--- config.mk ---
export PLATFORM = sky130hd
export DESIGN_NAME = nv21_frame_crop_flat
export DESIGN_NICKNAME = d
export VERILOG_FILES = /design/src/rtl/core/nvc_pkg.sv /design/src/rtl/core/nvc_if.sv /design/src/rtl/core/nv21_frame_crop.sv /design/src/flat_wrapper.sv
export SDC_FILE = /design/constraint.sdc
export NUM_CORES = 1
export LEC_CHECK = 0
export BUFFER_PORTS_ARGS = -buffer_cell sky130_fd_sc_hd__clkbuf_2
export CORE_MARGIN = 1
export CORE_UTILIZATION = 69
export CTS_CLUSTER_DIAMETER = 40
export DETAILED_ROUTE_END_ITERATION = 8
export PLACE_DENSITY = 0.87
export SKIP_LAST_GASP = 1
export SLEW_MARGIN = 15
export SYNTH_ARGS = -nofsm -noshare
export SYNTH_HDL_FRONTEND = slang
export SYNTH_SLANG_ARGS = --single-unit
--- constraint.sdc ---
create_clock -name clk -period 21.3 [get_ports clk]
set_input_delay 4.26 -clock clk [delete_from_list [all_inputs] [get_ports clk]]
set_output_delay 4.26 -clock clk [all_outputs]
set_load 0.03 [all_outputs]
--- src/rtl/core/nvc_pkg.sv ---
// Shared types and constants for the NV21 frame crop block.
// No dependencies.
package nvc_pkg;

  localparam int MAX_DIM   = 4096;
  localparam int DIM_W     = 13;
  localparam int CAP_W     = 25;
  localparam int PIX_W     = 8;
  localparam int CFG_IDX_W = 3;

  typedef enum logic [CFG_IDX_W-1:0] {
    REG_SRC_WIDTH  = 3'd0,
    REG_SRC_HEIGHT = 3'd1,
    REG_LEFT       = 3'd2,
    REG_TOP        = 3'd3,
    REG_RIGHT      = 3'd4,
    REG_BOTTOM     = 3'd5,
    REG_DEST_CAP   = 3'd6
  } cfg_reg_t;

  typedef enum logic [1:0] {
    ST_OK    = 2'd0,
    ST_RANGE = 2'd1,
    ST_CAP   = 2'd2,
    ST_ODD   = 2'd3
  } status_t;

  localparam logic [DIM_W-1:0] RST_SRC_WIDTH  = 13'd640;
  localparam logic [DIM_W-1:0] RST_SRC_HEIGHT = 13'd480;
  localparam logic [DIM_W-1:0] RST_RIGHT      = 13'd640;
  localparam logic [DIM_W-1:0] RST_BOTTOM     = 13'd480;
  localparam logic [CAP_W-1:0] RST_DEST_CAP   = 25'd460800;

endpackage

--- src/rtl/core/nvc_if.sv ---
// Valid/ready stream interfaces for the NV21 frame crop block.
// Depends on nvc_pkg.
interface nvc_in_if import nvc_pkg::*; ();
  logic             valid;
  logic             ready;
  logic [PIX_W-1:0] pixel_byte;
  logic             frame_start;

  modport source (output valid, pixel_byte, frame_start, input ready);
  modport sink   (input valid, pixel_byte, frame_start, output ready);
  modport mon    (input valid, ready, pixel_byte, frame_start);
endinterface

interface nvc_out_if import nvc_pkg::*; ();
  logic             valid;
  logic             ready;
  logic [PIX_W-1:0] out_byte;
  logic             is_last;
  logic [1:0]       status;

  modport source (output valid, out_byte, is_last, status, input ready);
  modport sink   (input valid, out_byte, is_last, status, output ready);
  modport mon    (input valid, ready, out_byte, is_last, status);
endinterface

--- src/rtl/core/nv21_frame_crop.sv ---
// NV21 frame crop: top level with config registers, crop counters and output register.
// Depends on nvc_pkg and the stream interfaces in nvc_if.sv.
//
// Usage:
//  - in_ch carries the source frame one byte per request in raster order: luma plane,
//    then the interleaved VU plane. frame_start marks the first byte of a frame.
//  - out_ch carries the kept bytes (status ok), is_last on the final chroma byte.
//    A bad setting found on the frame_start byte gives a single request with
//    out_byte 0, is_last 1 and the error status; the rest of that frame is dropped.
//  - cfg_we/cfg_idx/cfg_wdata write the crop registers; write only while idle.
//  - Path: an accepted request moves from the input register to the output register.
//  - Throughput: one byte per cycle while out_ch.ready is high. The input register
//    drains into the output register when that is empty or read, so in_ch stays ready
//    while a result waits only if the input register is empty; the per-byte work
//    is the counter compares plus the frame-start check (13x13 area multiply, compare).
//  - Stall: when out_ch.ready stays low with a result held, the input register fills
//    and in_ch.ready drops after one more request.
//  - Reset (rst_n low, synchronous): both stages empty, counters cleared, waiting
//    for a frame start; registers return to 640x480, full-frame crop, 460800 bytes.
module nv21_frame_crop import nvc_pkg::*; (
  input  logic                 clk,
  input  logic                 rst_n,
  nvc_in_if.sink               in_ch,
  nvc_out_if.source            out_ch,
  input  logic                 cfg_we,
  input  logic [CFG_IDX_W-1:0] cfg_idx,
  input  logic [CAP_W-1:0]     cfg_wdata
);

  localparam int DX_W   = DIM_W + 1;     // room for count + 1
  localparam int AREA_W = 2 * DIM_W;
  localparam int NEED_W = AREA_W + 2;    // 3 * area

  // ---------------- configuration registers ----------------
  logic [DIM_W-1:0] src_w_r, src_h_r, left_r, top_r, right_r, bottom_r;
  logic [CAP_W-1:0] cap_r;

  always_ff @(posedge clk) begin
    if (!rst_n) begin
      src_w_r  <= RST_SRC_WIDTH;
      src_h_r  <= RST_SRC_HEIGHT;
      left_r   <= '0;
      top_r    <= '0;
      right_r  <= RST_RIGHT;
      bottom_r <= RST_BOTTOM;
      cap_r    <= RST_DEST_CAP;
    end else if (cfg_we) begin
      unique case (cfg_reg_t'(cfg_idx))
        REG_SRC_WIDTH:  src_w_r  <= cfg_wdata[DIM_W-1:0];
        REG_SRC_HEIGHT: src_h_r  <= cfg_wdata[DIM_W-1:0];
        REG_LEFT:       left_r   <= cfg_wdata[DIM_W-1:0];
        REG_TOP:        top_r    <= cfg_wdata[DIM_W-1:0];
        REG_RIGHT:      right_r  <= cfg_wdata[DIM_W-1:0];
        REG_BOTTOM:     bottom_r <= cfg_wdata[DIM_W-1:0];
        REG_DEST_CAP:   cap_r    <= cfg_wdata;
        default: ;  // writes past the register list are dropped
      endcase
    end
  end

  // ---------------- input register ----------------
  logic             s1_valid_r;
  logic [PIX_W-1:0] s1_byte_r;
  logic             s1_start_r;
  logic             out_valid_r;
  logic             s1_fire;
  logic             in_acc;

  assign s1_fire     = s1_valid_r && (!out_valid_r || out_ch.ready);
  assign in_ch.ready = !s1_valid_r || s1_fire;
  assign in_acc      = in_ch.valid && in_ch.ready;

  always_ff @(posedge clk) begin
    if (!rst_n) begin
      s1_valid_r <= 1'b0;
    end else if (in_acc) begin
      s1_valid_r <= 1'b1;
    end else if (s1_fire) begin
      s1_valid_r <= 1'b0;
    end
  end

  always_ff @(posedge clk) begin
    if (in_acc) begin
      s1_byte_r  <= in_ch.pixel_byte;
      s1_start_r <= in_ch.frame_start;
    end
  end

  // ---------------- frame-start check ----------------
  // Order: range, then capacity, then evenness.
  logic              range_bad;
  logic [DIM_W-1:0]  crop_w, crop_h;
  logic [AREA_W-1:0] area;
  logic [NEED_W-1:0] need3, cap2;
  logic              odd_coord;
  status_t           chk;

  always_comb begin
    range_bad = ({1'b0, src_w_r} > DX_W'(MAX_DIM)) || ({1'b0, src_h_r} > DX_W'(MAX_DIM))
             || (left_r > src_w_r) || (right_r > src_w_r)
             || (top_r > src_h_r) || (bottom_r > src_h_r)
             || (right_r <= left_r) || (bottom_r <= top_r);
    crop_w    = right_r - left_r;
    crop_h    = bottom_r - top_r;
    area      = AREA_W'(crop_w) * AREA_W'(crop_h);
    need3     = NEED_W'(area) + NEED_W'({area, 1'b0});
    cap2      = NEED_W'({cap_r, 1'b0});
    odd_coord = left_r[0] | top_r[0] | right_r[0] | bottom_r[0];
    if (range_bad)          chk = ST_RANGE;
    else if (need3 > cap2)  chk = ST_CAP;
    else if (odd_coord)     chk = ST_ODD;
    else                    chk = ST_OK;
  end

  // ---------------- crop counters ----------------
  logic [DIM_W-1:0] col_r, row_r, col_nxt, row_nxt;
  logic             chroma_r, active_r, chroma_nxt, active_nxt;

  logic [DIM_W-1:0] c_cur, r_cur, r_inc, top_c;
  logic             ch_cur, act_cur, err;
  logic [DX_W-1:0]  c_inc, end_c;
  logic             col_in, row_in_l, row_in_c, keep, last, wrap;

  always_comb begin
    // a frame start restarts the counters before the byte is looked at
    c_cur   = s1_start_r ? '0 : col_r;
    r_cur   = s1_start_r ? '0 : row_r;
    ch_cur  = s1_start_r ? 1'b0 : chroma_r;
    act_cur = s1_start_r ? (chk == ST_OK) : active_r;
    err     = s1_start_r && (chk != ST_OK);

    top_c    = top_r >> 1;
    end_c    = DX_W'(top_c) + DX_W'(DIM_W'(bottom_r - top_r) >> 1);
    col_in   = (c_cur >= left_r) && (c_cur < right_r);
    row_in_l = (r_cur >= top_r) && (r_cur < bottom_r);
    row_in_c = (bottom_r > top_r) && (r_cur >= top_c) && (DX_W'(r_cur) < end_c);
    keep     = act_cur && col_in && (ch_cur ? row_in_c : row_in_l);
    last     = keep && ch_cur && ((DX_W'(r_cur) + 1'b1) == end_c)
             && ((DX_W'(c_cur) + 1'b1) == DX_W'(right_r));

    c_inc = DX_W'(c_cur) + 1'b1;
    wrap  = c_inc >= DX_W'(src_w_r);
    r_inc = r_cur + 1'b1;

    col_nxt    = col_r;
    row_nxt    = row_r;
    chroma_nxt = chroma_r;
    active_nxt = active_r;
    if (s1_fire) begin
      if (err) begin
        col_nxt    = '0;
        row_nxt    = '0;
        chroma_nxt = 1'b0;
        active_nxt = 1'b0;
      end else if (!act_cur) begin
        col_nxt    = c_cur;
        row_nxt    = r_cur;
        chroma_nxt = ch_cur;
        active_nxt = 1'b0;
      end else begin
        col_nxt    = wrap ? '0 : c_inc[DIM_W-1:0];
        row_nxt    = r_cur;
        chroma_nxt = ch_cur;
        active_nxt = !last;
        if (wrap) begin
          row_nxt = r_inc;
          if (!ch_cur) begin
            if (r_inc >= src_h_r) begin
              chroma_nxt = 1'b1;
              row_nxt    = '0;
            end
          end else if (r_inc >= (src_h_r >> 1)) begin
            active_nxt = 1'b0;  // past the end of the chroma plane
          end
        end
      end
    end
  end

  always_ff @(posedge clk) begin
    if (!rst_n) begin
      col_r    <= '0;
      row_r    <= '0;
      chroma_r <= 1'b0;
      active_r <= 1'b0;
    end else begin
      col_r    <= col_nxt;
      row_r    <= row_nxt;
      chroma_r <= chroma_nxt;
      active_r <= active_nxt;
    end
  end

  // ---------------- output register ----------------
  logic             out_load;
  logic [PIX_W-1:0] out_byte_r;
  logic             out_last_r;
  status_t          out_status_r;

  assign out_load = s1_fire && (err || keep);

  always_ff @(posedge clk) begin
    if (!rst_n) begin
      out_valid_r <= 1'b0;
    end else if (out_load) begin
      out_valid_r <= 1'b1;
    end else if (out_ch.ready) begin
      out_valid_r <= 1'b0;
    end
  end

  always_ff @(posedge clk) begin
    if (out_load) begin
      out_byte_r   <= err ? '0 : s1_byte_r;
      out_last_r   <= err || last;
      out_status_r <= err ? chk : ST_OK;
    end
  end

  assign out_ch.valid    = out_valid_r;
  assign out_ch.out_byte = out_byte_r;
  assign out_ch.is_last  = out_last_r;
  assign out_ch.status   = out_status_r;

endmodule

--- src/flat_wrapper.sv ---
// flat-port wrapper written by rule: the top's interface ports become plain ports
module nv21_frame_crop_flat import nvc_pkg::*;
  (clk, rst_n, cfg_we, cfg_idx, cfg_wdata, in_ch_valid, in_ch_pixel_byte, in_ch_frame_start, in_ch_ready, out_ch_valid, out_ch_out_byte, out_ch_is_last, out_ch_status, out_ch_ready);
  nvc_in_if in_ch_i ();
  nvc_out_if out_ch_i ();
  input  logic clk;
  input  logic rst_n;
  input  logic cfg_we;
  input  logic [CFG_IDX_W-1:0] cfg_idx;
  input  logic [CAP_W-1:0] cfg_wdata;
  input wire logic [$bits(in_ch_i.valid)-1:0] in_ch_valid;
  input wire logic [$bits(in_ch_i.pixel_byte)-1:0] in_ch_pixel_byte;
  input wire logic [$bits(in_ch_i.frame_start)-1:0] in_ch_frame_start;
  output wire logic [$bits(in_ch_i.ready)-1:0] in_ch_ready;
  output wire logic [$bits(out_ch_i.valid)-1:0] out_ch_valid;
  output wire logic [$bits(out_ch_i.out_byte)-1:0] out_ch_out_byte;
  output wire logic [$bits(out_ch_i.is_last)-1:0] out_ch_is_last;
  output wire logic [$bits(out_ch_i.status)-1:0] out_ch_status;
  input wire logic [$bits(out_ch_i.ready)-1:0] out_ch_ready;
  assign in_ch_i.valid = in_ch_valid;
  assign in_ch_i.pixel_byte = in_ch_pixel_byte;
  assign in_ch_i.frame_start = in_ch_frame_start;
  assign in_ch_ready = in_ch_i.ready;
  assign out_ch_valid = out_ch_i.valid;
  assign out_ch_out_byte = out_ch_i.out_byte;
  assign out_ch_is_last = out_ch_i.is_last;
  assign out_ch_status = out_ch_i.status;
  assign out_ch_i.ready = out_ch_ready;
  nv21_frame_crop u_core (.clk(clk), .rst_n(rst_n), .in_ch(in_ch_i), .out_ch(out_ch_i), .cfg_we(cfg_we), .cfg_idx(cfg_idx), .cfg_wdata(cfg_wdata));
endmodule
**Word level (Yosys, flattened, before mapping)**

Index checks and enable logic that the tools add are counted.
Widths: inputs -> output; s select.

- $add $sub $neg: 7
- $mul: 1
- Div/mod/pow operators: 0
- Order comparisons: 19
- Eq/ne operators: 8
- Shift-type cells: 0
- Mux-type cells: 30
- Bitwise logic cells: 3
- Reduce and logical (&&, ||, !) cells: 39

Operators by type and width:

| operator | number |
|---|---|
| $mux 13 | 10 |
| $gt 13x13->1 | 5 |
| $ge 13x13->1 | 3 |
| $add 13x1->14 const B | 2 |
| $add 26x27->28 | 1 |
| $gt 28x26->1 | 1 |
| $ge 13x12->1 | 2 |
| $gt 13x13->1 const B | 2 |
| $le 13x13->1 | 2 |
| $lt 13x13->1 | 2 |
| $mul 13x13->26 | 1 |
| $sub 13x13->13 | 2 |
| $mux 1 | 17 |
| $eq 14x13->1 | 1 |
| $eq 14x14->1 | 1 |
| $ge 14x13->1 | 1 |
| $lt 13x14->1 | 1 |
| $reduce_and 2->1 | 7 |
| $add 12x12->13 | 1 |
| $add 13x1->13 const B | 1 |
| $logic_and 1x1->1 | 13 |
| $logic_or 1x1->1 | 11 |
| $eq 3x3->1 const B | 3 |
| $eq 3x2->1 const B | 2 |
| other kinds (7) | 15 |

- Flip-flop bits (word level): 153
- Latch bits: 0
- Bits in writable memories: 0
- Memory bits (read-only): 0
- Bits of input ports: 42
- Output and inout port bits: 13
- Logic and storage cells: 125
- Memories kept: 0

**Longest topological paths before layout**

Gate-level depths: netlist (run 1).

- Depth in word-level cells: 22
- Gate-level depth with buffers: 53
- Gate-level depth less buffers: 51

**Worst setup path before layout (run 1)**

No wires, ideal clock.

- Kind: register -> register
- From: reg u_core.bottom_r[0]
- To: reg u_core.out_last_r, in the netlist u_core.out_ch.is_last (enable)
- Library setup time: 0.325 ns
- Data arrival time: 11.116 ns
- Path slack: 9.859 ns
- Cell stages (with the launch flop): 52
- Clock period less this slack: 11.441 ns
- Cells stage by stage: dfxtp_1 inv_1 ha_1 fa_1 nor2b_1 o21ai_0 a21boi_1 o21ai_0 a21boi_1 o21ai_0 a21boi_0 or2_2 clkbuf_1 clkinv_1 nand2_1 fa_1 fa_1 inv_1 [... 16 more ...] a2111oi_0 a21bo_2 a31o_2 a21o_1 a21o_1 a21oi_1 xnor2_1 ha_1 nand4_1 nor2_1 a32oi_1 or2_2 a221oi_2 or4b_4 a21bo_1 o21ai_2 buf_4 a21oi_1

- Longest elaborated chain between the ends: 12

RTL lines:

| element | RTL line | RTL |
|---|---|---|
| start: declaration | nv21_frame_crop.sv:35 | `logic [DIM_W-1:0] src_w_r, src_h_r, left_r, top_r, right_r, bottom_r;` |
| start signal: assignment | nv21_frame_crop.sv:54 | `REG_BOTTOM: bottom_r <= cfg_wdata[DIM_W-1:0];` |
| $sub 13x13->13 | nv21_frame_crop.sv:105, nv21_frame_crop.sv:134 |  |
| $mul 13x13->26 | nv21_frame_crop.sv:106 | `area = AREA_W'(crop_w) * AREA_W'(crop_h);` |
| $add 26x27->28 | nv21_frame_crop.sv:107 | `need3 = NEED_W'(area) + NEED_W'({area, 1'b0});` |
| $gt 28x26->1 | nv21_frame_crop.sv:111 | `else if (need3 > cap2) chk = ST_CAP;` |
| $mux 2 | nv21_frame_crop.sv:111 |  |
| $mux 2 | nv21_frame_crop.sv:110 | `if (range_bad) chk = ST_RANGE;` |
| $logic_not 2->1 | nv21_frame_crop.sv:130 | `act_cur = s1_start_r ? (chk == ST_OK) : active_r;` |
| $mux 1 | nv21_frame_crop.sv:130 |  |
| $logic_and 1x1->1 (2 in a row) | nv21_frame_crop.sv:138 | `keep = act_cur && col_in && (ch_cur ? row_in_c : row_in_l);` |
| $logic_or 1x1->1 (*) | nv21_frame_crop.sv:201 | `assign out_load = s1_fire && (err \|\| keep);` |
| $logic_and 1x1->1 (*) | nv21_frame_crop.sv:201 |  |
| named net u_core.out_load | nv21_frame_crop.sv:196 | `logic out_load;` |
| end signal: assignment | nv21_frame_crop.sv:216 | `out_last_r <= err \|\| last;` |
| end: declaration | nv21_frame_crop.sv:198 | `logic out_last_r;` |

The timed path passes the listed nets; every way through them passes the cells marked *.
A chain may end at the register's enable or synchronous reset.

**Final worst setup path (run 1)**

- From: reg u_core.top_r[2]
- To: reg u_core.out_byte_r[1], in the netlist u_core.out_ch.out_byte[1] (enable)

- Longest elaborated chain between the ends: 12

RTL lines:

| element | RTL line | RTL |
|---|---|---|
| start: declaration | nv21_frame_crop.sv:35 |  |
| start signal: assignment | nv21_frame_crop.sv:52 | `REG_TOP: top_r <= cfg_wdata[DIM_W-1:0];` |
| $sub 13x13->13 / $gt 13x13->1 (equally long branches) | nv21_frame_crop.sv:105, nv21_frame_crop.sv:134, nv21_frame_crop.sv:102 |  |
| $mul 13x13->26 / $logic_or 1x1->1 (equally long branches) | nv21_frame_crop.sv:106, nv21_frame_crop.sv:102 |  |
| $add 26x27->28 / $logic_or 1x1->1 (equally long branches) | nv21_frame_crop.sv:107, nv21_frame_crop.sv:102 |  |
| $gt 28x26->1 / $logic_or 1x1->1 (equally long branches) | nv21_frame_crop.sv:111, nv21_frame_crop.sv:103 |  |
| $mux 2 / $logic_or 1x1->1 (equally long branches) | nv21_frame_crop.sv:111, nv21_frame_crop.sv:103 |  |
| $mux 2 | nv21_frame_crop.sv:110 |  |
| $logic_not 2->1 | nv21_frame_crop.sv:130 |  |
| $mux 1 | nv21_frame_crop.sv:130 |  |
| $logic_and 1x1->1 (2 in a row) | nv21_frame_crop.sv:138 |  |
| $logic_or 1x1->1 (*) | nv21_frame_crop.sv:201 |  |
| $logic_and 1x1->1 (*) | nv21_frame_crop.sv:201 |  |
| named net u_core.out_load | nv21_frame_crop.sv:196 |  |
| end signal: assignment | nv21_frame_crop.sv:215 | `out_byte_r <= err ? '0 : s1_byte_r;` |
| end: declaration | nv21_frame_crop.sv:197 | `logic [PIX_W-1:0] out_byte_r;` |

Marks and branches as above.

==> results of run 1 <==
[cells by family (layout without fill, tap and decap cells)]
group	Yosys count	after routing	synth area share, %
AND/OR/NAND/NOR	832	832	19.9
AO/OA/AOI/OAI	556	556	18.1
adder cells (fa/ha/maj)	454	454	33.4
buffers and inverters	373	411	7.11
flip-flops	153	153	16.5
XOR/XNOR	106	106	4.82
multiplexers	4	4	0.208
[cell usage in the layout (no fill, tap or decap), types with 12 or more instances in the layout]
cell type / synthesis / routed
sky130_fd_sc_hd__a211oi_1: 30 / 30
sky130_fd_sc_hd__a21o_1: 48 / 48
sky130_fd_sc_hd__a21oi_1: 196 / 196
sky130_fd_sc_hd__a31oi_1: 16 / 16
sky130_fd_sc_hd__and2_1: 33 / 33
sky130_fd_sc_hd__buf_4: 1 / 18
sky130_fd_sc_hd__clkbuf_16: 0 / 17
sky130_fd_sc_hd__clkbuf_2: 0 / 54
sky130_fd_sc_hd__dfxtp_1: 133 / 133
sky130_fd_sc_hd__edfxtp_1: 20 / 20
sky130_fd_sc_hd__fa_1: 125 / 125
sky130_fd_sc_hd__ha_1: 329 / 329
sky130_fd_sc_hd__inv_1: 301 / 300
sky130_fd_sc_hd__nand2_1: 368 / 368
sky130_fd_sc_hd__nand2b_1: 34 / 34
sky130_fd_sc_hd__nand3_1: 44 / 44
sky130_fd_sc_hd__nand4_1: 37 / 37
sky130_fd_sc_hd__nor2_1: 133 / 130
sky130_fd_sc_hd__nor2b_1: 60 / 60
sky130_fd_sc_hd__nor3_1: 38 / 38
sky130_fd_sc_hd__nor4_1: 17 / 16
sky130_fd_sc_hd__o211ai_1: 39 / 39
sky130_fd_sc_hd__o21a_1: 22 / 22
sky130_fd_sc_hd__o21ai_0: 79 / 79
sky130_fd_sc_hd__or3_1: 12 / 12
sky130_fd_sc_hd__xnor2_1: 68 / 68
sky130_fd_sc_hd__xor2_1: 36 / 35
[final timing paths]
check,end,slack (ps),cells past startpoint
max,u_core.out_ch.out_byte[1]$_SDFFCE_PP0P_,7930,47
min reg2reg,u_core.cap_r[3]$_SDFFE_PN0P_,460,2
max reg2reg,u_core.out_ch.out_byte[1]$_SDFFCE_PP0P_,7930,47
min,u_core.cap_r[3]$_SDFFE_PN0P_,460,2
[final cells by class]
type,instances,area [sq um],area share [%]
clock buffer,17,425,2.02
clock inverter,15,198,0.937
inverter,307,1150,5.46
multi-input combinational,1952,15200,72.0
sequential,153,3260,15.5
tap,378,473,2.24
timing repair buffer,72,405,1.92
[layer usage]
layer,up-vias,track usage (%)
li1,8621,-
met1,8871,56.8
met2,1187,65.8
met3,218,11.8
met4,2,17.7
met5,-,0
[flip-flops by register name, indices dropped and copies added (netlist names), 13 cells and up]
signal and flops:
u_core.src_w_r 13, u_core.right_r 13, u_core.src_h_r 13, u_core.col_r 13
u_core.row_r 13, u_core.cap_r 25, u_core.bottom_r 13, u_core.left_r 13
u_core.top_r 13
[stage by stage]
stage | utilization [%] | setup slack (ps)
2_1_floorplan | - | 9860
3_3_place_gp | 73.1 | 8770
3_5_place_dp | 73.1 | 8250
4_1_cts | 75.3 | 8170
5_1_grt | 75.3 | 6970
6_report | 75.3 | 7930
[critical path: cells and delay by family, from the launching register on]
kind,cells,cell delay (ps)
AO/OA/AOI/OAI,23,5170
AND/OR/NAND/NOR,9,2790
adder cells (fa/ha/maj),9,4000
flip-flops,1,390
XOR/XNOR,2,360
buffers and inverters,4,290
==> results.txt, run 1 <==
* Status: complete, no violations
- Setup crit start kind: register
- WP data required: ~21000 ps
* Yosys reg bits: 153
- After clock tree synthesis, the clock-pin slew on the worst setup and hold paths is ~80 ps.
- Placed Cells: between 2000 and 3000
- Via count of the first global-routing pass: ~18000
* Number of antenna violations at the first check in global routing: 1
* Port buffer count: 54
- Met1 Wirelength: about 25 mm
- For this design, the CTS-stage hold fixing added 0 buffers.
- The startpoint identified for the worst hold timing path is u_core.cap_r[3]$_SDFFE_PN0P_.
* Placer's final routability congestion estimate: slightly above 1
- When the netlist entered floorplanning its net count stood at 2974.
* Number of antenna diodes: 0
- DR WL met2: approximately 27 mm
- The number of endpoints with negative hold slack in the final report is 0.
* Top cells by count, synth: 368 x sky130_fd_sc_hd__nand2_1, 329 x sky130_fd_sc_hd__ha_1, 301 x sky130_fd_sc_hd__inv_1, 196 x sky130_fd_sc_hd__a21oi_1
- Derived from the worst setup path, the maximum achievable clock frequency is about 75 MHz.
- Count of maximum capacitance violations: 0
- DR WL met3: between 7 and 8 mm
- Data arrival time of the critical path: between 10000 and 15000 ps
- DRC viols: 0
* CTS Buf Count: 17
* Post-synth top flop: sky130_fd_sc_hd__dfxtp_1
- For this run, the slowest stage of the critical path takes 890 ps.
* Detail-routed net length per standard cell: approximately 22 microns
- Postcts setup bufs: 0
- Die width: around 170 microns
- Period minus WS final: 13370 ps
- The core region is roughly 0.028 sq mm.
* Buffer levels on the longest clock path: 2
- Compared with the post-synthesis result, the final layout area differs by 6.38%.
- Slew Limit Fails: 0
* Number of nets still failing antenna checks after routing: 0
* Count of standard-cell rows: 61
- First-pass GRT wire length: 96.4 mm
* Post-synthesis area per instance: between 8 and 9 sq um
- Measured along the y axis, the die boundary spans between 150 and 200 microns.
* Detailed Place HPWL: 49.8 mm
- Maximum number of pins on one net before global-route repair: 75
* Post-route standard cell area excluding fillers: 0.0211 sq mm
* Source-to-sink clock delay at the later pin of the worst-skew pair: roughly 440 ps
* Netlist area before placement: a little under 0.02 sq mm
- Number of H-tree levels: 4
* Largest fanout on the critical path: 14
* Buffer cell driving the clock tree root: sky130_fd_sc_hd__clkbuf_16
* Count of flip-flops with a built-in enable after synthesis: 20
- Once the clock tree was built, the resizer swapped 0 gates to a different size.
- In this run the top signal layer used is met5.
* Endpoint kind of the worst setup timing path: register
- The min-delay analysis places its worst path in the category reg -> reg.
- Vias after detailed routing: between 15000 and 20000
- DRT Pass-1 Iters: 9
- Area post-placement: approximately 0.020 sq mm
- Vias per inst: between 6 and 7
- Filler instances: between 2000 and 2500
- For this configuration, the core starts out at a cell density of a little over two thirds.
- Between clock sinks in the finished design, the worst skew comes to 21.4 ps.
- Part of the cycle the worst path needs: a little over three fifths
* Post-Route Hold Slack: roughly 460 ps
* Layout cell share with drive strength beyond 1: 5.29%
- Number of placed I/O pins: 55
- Highest-delay cell along the critical path: sky130_fd_sc_hd__nor4_2
- Wire length after detailed routing: approximately 63 mm
* Main area contributors after synthesis: sky130_fd_sc_hd__ha_1 21%, sky130_fd_sc_hd__dfxtp_1 13%, sky130_fd_sc_hd__fa_1 13%
- In the synthesized netlist the async set-or-reset flop fraction comes to 0%.
- Overall Global Routing Usage: between 40% and 50%
- Number of standard cells in the final layout excluding fillers: 2894
- Yosys Warn Count: 0
- Worst relative slew slack: between 10% and 20%
* TritonCTS clock tree: done
- Starting DRT DRC Count: ~2300
* Proportion of synthesized chip area in sequential cells: 16.5%
* Biggest area consumer among synthesized cells: sky130_fd_sc_hd__ha_1
* Cell with the most instances after synthesis: sky130_fd_sc_hd__nand2_1
- Worst Path Class, Setup: reg -> reg
* Residual overflow from global routing: 0
- Number of nets at the end of the flow: 2999
- R2R Path Start: u_core.top_r[2]$_SDFFE_PN0P_
* # clock sinks: 153
- Top cell type's share of synthesized area: between 20% and 30%
* First element of the critical path: u_core.top_r[2]$_SDFFE_PN0P_
- The cell count after synthesis came out at ~2500.
- Adding up every negative setup slack in the final design gives 0 ps.
- In this run, distinct cell masters in the synthesized netlist total 81.
- Unrepaired setup endpoints after global routing: no
- Die Outline Area: between 0.02 and 0.03 sq mm
* Total of endpoints with negative setup slack in the final report: 0
- Slew at the pin closest to its max-slew limit: approximately 1200 ps
Power of run 1 is not shown: default switching activity piles up to over one toggle a cycle in this logic, so the estimate is an artifact.
==> inputs of run 2 (changes only) <==
--- a/config.mk
+++ b/config.mk
@@ -5,12 +5,13 @@
 export SDC_FILE = /design/constraint.sdc
 export NUM_CORES = 1
 export LEC_CHECK = 0
+export ABC_AREA = 1
 export BUFFER_PORTS_ARGS = -buffer_cell sky130_fd_sc_hd__clkbuf_2
 export CORE_MARGIN = 1
-export CORE_UTILIZATION = 69
+export CORE_UTILIZATION = 65
 export CTS_CLUSTER_DIAMETER = 40
 export DETAILED_ROUTE_END_ITERATION = 8
-export PLACE_DENSITY = 0.87
+export PLACE_DENSITY = 0.83
 export SKIP_LAST_GASP = 1
 export SLEW_MARGIN = 15
 export SYNTH_ARGS = -nofsm -noshare
==> constraint.sdc (replaced) <==
create_clock -name clk -period 13.6 [get_ports clk]
set_input_delay 2.72 -clock clk [delete_from_list [all_inputs] [get_ports clk]]
set_output_delay 2.72 -clock clk [all_outputs]
set_load 0.03 [all_outputs]
==> run 2 against run 1 <==
Cell count grew 9.8%; register-to-register slack lost 6000 ps; clock skew down 4.8 ps; critical path type unchanged; critical endpoint is now u_core.out_ch.out_byte[3]$_SDFFCE_PP0P_.
==> results.txt, run 2 <==
- The run finished with clean final reports.
- Layout cell share with drive strength beyond 1: ~5.2%
- In the layout the commonest cells are 549 x sky130_fd_sc_hd__nand2_1, 457 x sky130_fd_sc_hd__inv_1, 329 x sky130_fd_sc_hd__ha_1, 276 x sky130_fd_sc_hd__a21oi_1, 223 x sky130_fd_sc_hd__nor2_1.
- Register Area: between 0.003 and 0.004 sq mm
- Yosys attributes the largest share of cell area to sky130_fd_sc_hd__ha_1 21%, sky130_fd_sc_hd__dfxtp_1 13%, sky130_fd_sc_hd__fa_1 13%.
- The number of max-slew violations in the final report came to 0.
- Count of maximum capacitance violations: 0
- Summing over every cut layer, the via total after detailed routing is roughly 19000.
- Counting flops per register, the top entry is u_core.cap_r.
- Data arrival time of the critical path: around 12000 ps
- Netlist area before placement: 0.0198 sq mm
- Class of the tightest hold or removal check: reg -> reg
* Dominant combinational cell family by area after synthesis: adder cells
- Hold Path Depth: 2
* Via count of the first global-routing pass: approximately 18000
- Register-to-register setup slack: between 1500 and 2000 ps
* Effective utilization at floorplan: around two thirds
- STA classifies the critical path startpoint as a register.
- Highest attainable clock frequency: approximately 86 MHz
- Source-to-sink clock delay at the later pin of the worst-skew pair: between 400 and 500 ps
- The floorplan step defined a die boundary enclosing 0.0311 sq mm.
- The congestion estimate from routability-driven global placement came to around 1.0.
- At the pin with the least slew margin, the transition time is roughly 1200 ps.
- Number of placed I/O pins: 55
- The critical path contains buffers and inverters numbering 9 combined.
* # clock sinks: approximately 150
- In the routed design, unresolved DRC markers number 0.
* Endpoint kind of the worst setup timing path: register
- Among all flip-flop cells after synthesis, the most frequent one is sky130_fd_sc_hd__dfxtp_1.
- Yosys reg bits: about 150
- Wire length after detailed routing: 61.9 mm
- The first global-routing pass estimated 96.6 mm of wire.
- Xor/xnor share of the synthesized area: around 3.1%
* Area added between synthesis and finish: 5.87%
- Most used cell, CP: sky130_fd_sc_hd__nand2_1
- Worst Path Class, Setup: reg -> reg
- Number of antenna violations at the first check in global routing: 1
- Synthesis produced a netlist whose cell count is approximately 2700.
- Clock slew at the register clock pins of the worst setup and hold paths: about 70 ps
- Portion of netlist area occupied by mux cells: 0%
* Total of endpoints with negative setup slack in the final report: 0
* TritonCTS clock tree: done
- Core area: a little under 0.03 sq mm
- Postcts setup bufs: 0
- Period minus WS final: 11670 ps
- For the worst setup path, the data required time is roughly 14000 ps.
- CTS built an H-tree with a depth of 4.
- The Yosys step of the flow raised 0 warnings.
- Of all nets on the critical path, the largest fanout is 32.
- Setup repair after global routing left no endpoint under its margin.
- The synthesized design devotes to its leading area cell type a little over a fifth of total area.
- In this run the critical register-to-register path is launched from u_core.right_r[0]$_SDFFE_PN0P_.
- The floorplan step set the die height to 176 microns.
- Worst relative slew slack: ~18%
- The most critical setup path has its startpoint at u_core.right_r[0]$_SDFFE_PN0P_.
- Maximum number of pins on one net before global-route repair: about 70
- Global routing finished with a remaining overflow of 0.
* Post-synthesis adder-cell area fraction: about 34%
- Starting DRT DRC Count: around 2200
- Summing the areas of all compound-gate instances in the mapped netlist gives 14.5% of the synthesized area.
- Number of cell instances on the worst register-to-register path: 53
* Top cells by count, synth: 549 x sky130_fd_sc_hd__nand2_1, 457 x sky130_fd_sc_hd__inv_1, 329 x sky130_fd_sc_hd__ha_1, 276 x sky130_fd_sc_hd__a21oi_1, 223 x sky130_fd_sc_hd__nor2_1
- DRT Pass-1 Iters: 6
- CTS resizes: 0
- On the critical path, the stage with the largest delay is an instance of sky130_fd_sc_hd__xor2_1.
* Number of nets produced by synthesis: roughly 3200
- Share of synthesized cell area in and, or, nand and nor gates: about 22%
* Die width: roughly 180 microns
- Beginning of the worst hold path: u_core.active_r$_SDFFE_PN0P_
- Clock tree synthesis selected as its root buffer the cell sky130_fd_sc_hd__clkbuf_16.
- The path with the worst hold slack has its endpoint at u_core.active_r$_SDFFE_PN0P_.
- Among all cell types in the netlist, the one instantiated most often is sky130_fd_sc_hd__nand2_1.
* Number of nets at the end of the flow: 3271
* Biggest area consumer among synthesized cells: sky130_fd_sc_hd__ha_1
- Vias per inst: about 6
* Count of hold-fix buffers inserted at cts: 0
- Area of the multi-input gates: roughly 0.014 sq mm
- Share of synthesized flip-flops with an asynchronous set or reset: 0%
- The number of antenna diodes in the final layout is 0.
- Count of standard-cell rows: 63
- Buffers placed on the I/O ports in this run total between 50 and 60.
* Total Neg Setup Slack: 0 ps
* Part of the cycle the worst path needs: 85.8%
- Dividing the detail-routed wire length by the instance count gives between 15 and 20 microns.
* Number of nets still failing antenna checks after routing: 0
- Most common cell after layout, fill and taps aside: sky130_fd_sc_hd__nand2_1
- Post-synthesis area per instance: around 7.2 sq um
* Worst path top cell family by delay: adder cells
- The register with the most flip-flops in the layout has 25 of them.
- Proportion of synthesized chip area in sequential cells: about 17%
- The filler cells instantiated in the layout total roughly 2500.
- Number of hold-slack violations in the final timing report: 0
- Overall Global Routing Usage: 40.5%
* Number of unique standard cell types used by synthesis: 59
- Clock skew on the completed layout was measured at ~17 ps.
- Worst reg2reg endpoint: u_core.out_ch.out_byte[3]$_SDFFCE_PP0P_
- Counting flops with a built-in enable in the synthesized netlist gives 20.
- The clock passes through at most 2 buffers.
- CTS Buf Count: 17
- In this design, the stage delay of the slowest critical-path cell is 790 ps.
* Detailed Place HPWL: 50.4 mm
[run 2: worst max path at each step]
stage                                                    to  slack [ps]  depth (start not counted)
floorplan                   u_core.out_ch.is_last$_DFFE_PP_        3820                         50
global placement    u_core.out_ch.out_byte[0]$_SDFFCE_PP0P_        2530                         49
detailed placement  u_core.out_ch.out_byte[0]$_SDFFCE_PP0P_        2200                         53
CTS                   u_core.out_ch.status[1]$_SDFFCE_PN0P_        2130                         49
global route          u_core.out_ch.status[0]$_SDFFCE_PN0P_        1160                         53
finish              u_core.out_ch.out_byte[3]$_SDFFCE_PP0P_        1930                         53
[run 2: layout make-up]
type / count / area share [%]
inverters: 475 / 8.55
flip-flops and latches: 153 / 15.6
well taps: 390 / 2.33
repair buffers: 62 / 1.58
multi-input cells: 2066 / 69.2
clock buffers: 19 / 2.07
clock inverters: 13 / 0.634
[run 2: kinds of logic after synthesis]
kind of cell             after synthesis
flip-flops                           153
adder cells (fa/ha/maj)              454
AO/OA/AOI/OAI                        527
buffers and inverters                524
XOR/XNOR                              70
AND/OR/NAND/NOR                     1015
[run 2: stage by stage]
stage	instances	utilization [%]	hold WS (ps)	setup WS [ps]	cell area [sq um]
3_3_place_gp	3146	68.3	452	2530	20300
5_1_grt	3178	70.2	478	1160	20900
4_1_cts	3178	70.2	463	2130	20900
2_1_floorplan	2743	-	435	3820	19800
3_5_place_dp	3146	68.3	454	2200	20300
6_report	3178	70.2	463	1930	20900
[run 2: worst register-to-register path: cells and delay by family, from the launching register on]
family / cells / cell delay [ps]
XOR/XNOR: 3 / 1090
buffers and inverters: 9 / 830
AND/OR/NAND/NOR: 20 / 2620
flip-flops: 1 / 360
adder cells (fa/ha/maj): 10 / 3760
AO/OA/AOI/OAI: 11 / 2640
[run 2: metal layers]
layer	routed length [microns]	share of wire (%)	vias to the layer above	global-route usage, %
li1	-	-	9096	-
met1	26200	42	8939	55.3
met2	27200	44	998	63.5
met3	6250	10	140	7.24
met4	2250	3.6	0	15.4
met5	0	0	-	0
Power of run 2 is left out for the same reason.
